[config.mk]
export PLATFORM = sky130hd
export DESIGN_NAME = mwa_div
export DESIGN_NICKNAME = d
export VERILOG_FILES = /design/src/sv/mwa_pkg.sv /design/src/sv/mwa_div.sv
export SDC_FILE = /design/constraint.sdc
export NUM_CORES = 1
export LEC_CHECK = 0
export ABC_AREA = 0
export BUFFER_PORTS_ARGS = -buffer_cell sky130_fd_sc_hd__buf_2
export CELL_PAD_IN_SITES_DETAIL_PLACEMENT = 1
export CELL_PAD_IN_SITES_GLOBAL_PLACEMENT = 2
export CORE_MARGIN = 4
export CORE_UTILIZATION = 34
export DETAILED_ROUTE_END_ITERATION = 10
export PLACE_DENSITY_LB_ADDON = 0.1
export SLEW_MARGIN = 25
export SYNTH_ARGS = -nofsm -noshare
export SYNTH_HDL_FRONTEND = slang
export SYNTH_SLANG_ARGS = --single-unit
[constraint.sdc]
create_clock -name clk -period 2.6 [get_ports clk]
set_input_delay 0.26 -clock clk [delete_from_list [all_inputs] [get_ports clk]]
set_output_delay 0.26 -clock clk [all_outputs]
set_load 0.1 [all_outputs]
[src/sv/mwa_pkg.sv]
package mwa_pkg;

	localparam int LEN_W    = 11;
	localparam int SUM_W    = 27;
	localparam int MAXSUM_W = 26;
	localparam int AVG_W    = 36;
	localparam int FRAC_W   = 20;
	localparam int DVD_W    = MAXSUM_W + FRAC_W;

	typedef logic [LEN_W-1:0]           len_t;
	typedef logic signed [SUM_W-1:0]    sum_t;
	typedef logic signed [MAXSUM_W-1:0] max_sum_t;
	typedef logic signed [AVG_W-1:0]    avg_t;
	typedef logic [DVD_W-1:0]           dvd_t;

	localparam max_sum_t MAXSUM_POS = {1'b0, {(MAXSUM_W-1){1'b1}}};
	localparam max_sum_t MAXSUM_NEG = {1'b1, {(MAXSUM_W-1){1'b0}}};
	localparam avg_t     AVG_POS    = {1'b0, {(AVG_W-1){1'b1}}};
	localparam avg_t     AVG_NEG    = {1'b1, {(AVG_W-1){1'b0}}};
	// magnitude of the most negative average
	localparam dvd_t     AVG_LIM    = DVD_W'(1) << (AVG_W - 1);

endpackage

[src/sv/mwa_div.sv]
module mwa_div #(
	parameter int DVS_W = 11
) (
	input  logic                    clk,
	input  logic                    arst_n,
	input  logic                    start,
	input  mwa_pkg::dvd_t           dividend,
	input  logic [DVS_W-1:0]        divisor,
	output logic                    done,
	output mwa_pkg::dvd_t           quotient
);
	import mwa_pkg::*;

	localparam int CW = $clog2(DVD_W + 1);

	logic              busy_q;
	logic              done_q;
	logic [CW-1:0]     cnt_q;
	dvd_t              quo_q;
	logic [DVS_W:0]    rem_q;
	logic [DVS_W-1:0]  dvs_q;
	logic [DVS_W:0]    trial;
	logic              fits;

	assign trial = {rem_q[DVS_W-1:0], quo_q[DVD_W-1]};
	assign fits  = trial >= {1'b0, dvs_q};

	always_ff @(posedge clk or negedge arst_n) begin
		if (!arst_n) begin
			busy_q <= 1'b0;
			done_q <= 1'b0;
			cnt_q  <= '0;
		end else begin
			done_q <= 1'b0;
			if (start) begin
				busy_q <= 1'b1;
				cnt_q  <= CW'(DVD_W);
			end else if (busy_q) begin
				cnt_q <= cnt_q - CW'(1);
				if (cnt_q == CW'(1)) begin
					busy_q <= 1'b0;
					done_q <= 1'b1;
				end
			end
		end
	end

	// one quotient bit per cycle, restoring
	always_ff @(posedge clk) begin
		if (start) begin
			quo_q <= dividend;
			rem_q <= '0;
			dvs_q <= divisor;
		end else if (busy_q) begin
			rem_q <= fits ? (trial - {1'b0, dvs_q}) : trial;
			quo_q <= {quo_q[DVD_W-2:0], fits};
		end
	end

	assign done     = done_q;
	assign quotient = quo_q;

endmodule

==> run metrics <==
status finished clean; Initial Utilization 0.3479; clk_lat worst skew 0.33 ns; count of cell types in the netlist 58; Core Region 11,420 sq um; required time of the critical path 2.67 ns; Pleak 2.094 nW; initial DRC count 119; drt total wl 9.828 mm; root buffer cell clkbuf_16; GRT Total Usage 0.1527; Die ar. 13,480 sq um; Crit Reg-Reg Endpoint quotient[0]$_DFFE_PP_; DRC 0; Reg2Reg Depth 8; Worst Hold End dvs_q[5]$_DFFE_PP_; crit path DAT 2.38 ns; Synth Register Bits 76; Vias 2,893; # nets final 496; Final Max Tran Viols 0; H-tree lvl count 3; IO Port Bufs 106; Num CTS Buffers 9; RSZ-0062 raised after global routing false; total power 4.583 mW; CTS tree yes; Max Cap Viol 0; CTS sink count 76; CP Class reg -> reg; Tcrit/Tclk final 0.8876; Via density 5.084; CTS Buffer Depth 2; Setup Slack @ Placement 0.2740 ns; initial antenna violation count 0; layout cell share with drive strength beyond 1 0.4390; drt first pass iters 4; Ys Warns 0; # setup viols final 0; RD Place Congestion 0.7182; final hold violations 0; DRT antenna net count 0; Crit. End Element flip-flop; largest net degree at the start of global routing 64; launching point of the worst reg2reg path quotient[45]$_DFFE_PP_; f_max 433.3 MHz; Hold WC Path Type in -> reg; hpwl dp 7.052 mm; worst hold slack 0.09985 ns; FP Rows 39; Diodes inserted 0; CP max FO 11; Clock Skew 0.003023 ns; Die Wd 116.1 um; maximum vdd drop 570.8 uV; num ports 107; Routed WL per cell 17.27 um; worst hold start divisor[5]; postcts setup bufs 0; syn_area_per_cell 12.61 sq um; setup ws final 0.2922 ns; grt total ovfl 0; Synth Instances 315; Clock transition at path regs 0.06 ns; power density over the cells 931.1 nW/um^2; fill count 1,270; startpoint types flip-flop; Area growth, synth to finish 23.91%; Slew @ Worst Pin 0.5824 ns; Synth async-reset ratio 0.1053; Mapped Area 3973 sq um; Primary FF master, synth edfxtp_1; vias in the first global route 3,050; hold path depth 1; crit path time final 2.308 ns; Mapped Nets 389; FF-to-FF setup slack 0.29 ns; Slew headroom 0.6117; first-pass GRT wire length 15.92 mm; Die Ht 116.1 um; Seq/Total Area, Yosys 0.5367; number of synthesized flops with an enable pin 57
[state kept, by name (all words and copies together) (netlist names)]
name and flops:
quotient 46, done 1, cnt_q 6, rem_q 11, busy_q 1, dvs_q 11
[routing by layer]
metal / wire [um] / part of all wire / GRT usage / up-vias
met5: 0 / 0 / 0 / -
met4: 113 / 0.011 / 0.04408 / 0
met3: 806 / 0.082 / 0.07409 / 9
met2: 4670 / 0.48 / 0.2417 / 71
met1: 4238 / 0.43 / 0.1862 / 1420
li1: - / - / - / 1393
[logic make-up (layout without fill, tap and decap cells)]
| logic type | count (synthesis) | in the layout | synth area share |
|---|---|---|---|
| AOI/OAI and AO/OA | 52 | 52 | 0.1077 |
| xor gates and xnor gates | 6 | 6 | 0.01323 |
| adders and majority gates | 14 | 14 | 0.04599 |
| buffers and inverters | 34 | 145 | 0.03842 |
| DFF | 76 | 76 | 0.5367 |
| muxes | 47 | 47 | 0.1326 |
| and+or+nand+nor | 86 | 86 | 0.1254 |
[timing repair]
item / 4_1_cts / 5_1_grt
hold endpoints to repair: 8 / 0
resized for setup: 0 / 0
hold buffers: 1 / 0
[where the power goes]
part / switching [mW] / internal [mW]
Combinational: 1.26 / 0.590
Sequential: 0.119 / 1.49
Clock: 0.490 / 0.630
[layout make-up]
cell class	count	area (sq um)	share of cell area
inverter	18	67.56	0.01373
timing repair buffer	112	593.1	0.1205
clock inverter	6	32.53	0.006609
clock buffer	9	225.2	0.04575
multi-input combinational	205	1693	0.3439
sequential	76	2132	0.4331
tap	143	178.9	0.03635
[worst max-delay path, cell delays in order, from the launching register on]
cell      delay, ns
edfxtp_1       0.42
inv_1          0.08
ha_2           0.18
fa_2           0.22
nor2b_4        0.06
o31a_4         0.31
o211ai_4       0.36
and2_1         0.32
mux2i_1        0.10
[how the worst max path moves through the flow]
stage | slack, ns | from | end | cells past startpoint
after global placement | 0.30 | quotient[45]$_DFFE_PP_ | quotient[0]$_DFFE_PP_ | 8
after detailed placement | 0.27 | quotient[45]$_DFFE_PP_ | quotient[0]$_DFFE_PP_ | 8
after global routing | 0.14 | quotient[45]$_DFFE_PP_ | quotient[0]$_DFFE_PP_ | 8
after CTS | 0.27 | quotient[45]$_DFFE_PP_ | quotient[0]$_DFFE_PP_ | 8
final | 0.29 | quotient[45]$_DFFE_PP_ | quotient[0]$_DFFE_PP_ | 8
after floorplan | -0.05 | quotient[45]$_DFFE_PP_ | rem_q[3]$_SDFFE_PP0P_ | 9
[cell usage in the layout, fill, tap and decap left out, types with 4 or more instances in the layout]
| cell | count |
|---|---|
| ha_1 | 12 |
| dfrtp_1 | 8 |
| nor2b_1 | 7 |
| buf_4 | 5 |
| nor2_1 | 26 |
| mux2_2 | 45 |
| nor3b_1 | 4 |
| nand2b_1 | 5 |
| a21oi_1 | 7 |
| o21ai_0 | 6 |
| edfxtp_1 | 57 |
| xnor2_1 | 4 |
| inv_1 | 17 |
| a31oi_1 | 4 |
| dfxtp_1 | 11 |
| clkbuf_16 | 9 |
| o21a_1 | 5 |
| buf_2 | 105 |
| nand2_1 | 15 |
| nor3_1 | 4 |
[cells in the mapped netlist, types with 2 or more instances]
master	instances	share of area
nand2_1	15	0.014
and2_1	2	0.0031
nand2b_1	5	0.0079
o2111ai_1	3	0.0066
o311ai_0	3	0.0066
inv_1	18	0.017
mux2_2	45	0.13
nor3b_1	4	0.0076
nand3_1	2	0.0025
xnor2_1	4	0.0088
o31ai_1	2	0.0038
o21ai_1	3	0.0038
nor2_1	26	0.025
dfxtp_1	11	0.055
o21ai_0	6	0.0076
nor2b_1	7	0.011
dfrtp_1	8	0.050
clkbuf_1	11	0.010
a31oi_1	4	0.0063
nor4_2	2	0.0063
nor4b_1	2	0.0044
buf_2	2	0.0025
and3b_1	2	0.0044
mux2i_1	2	0.0050
xor2_1	2	0.0044
edfxtp_1	57	0.43
nor3_1	4	0.0050
a21o_2	2	0.0044
o21a_1	5	0.0094
and4b_1	3	0.0076
buf_6	3	0.0085
ha_1	13	0.041
nand4b_1	2	0.0044
a211oi_1	3	0.0057
o211a_1	3	0.0076
a21oi_1	7	0.0088
[per-stage QoR]
step / setup TNS, ns / area, sq um / util / std cells
after floorplan: -0.1279 / 3978 / - / 315
after global placement: 0 / 4654 / 0.4076 / 553
final: 0 / 4922 / 0.4311 / 569
after global routing: 0 / 4922 / 0.4311 / 569
after detailed placement: 0 / 4654 / 0.4076 / 553
after CTS: 0 / 4922 / 0.4311 / 569
No activity file was read; power rests on OpenSTA's default activity.
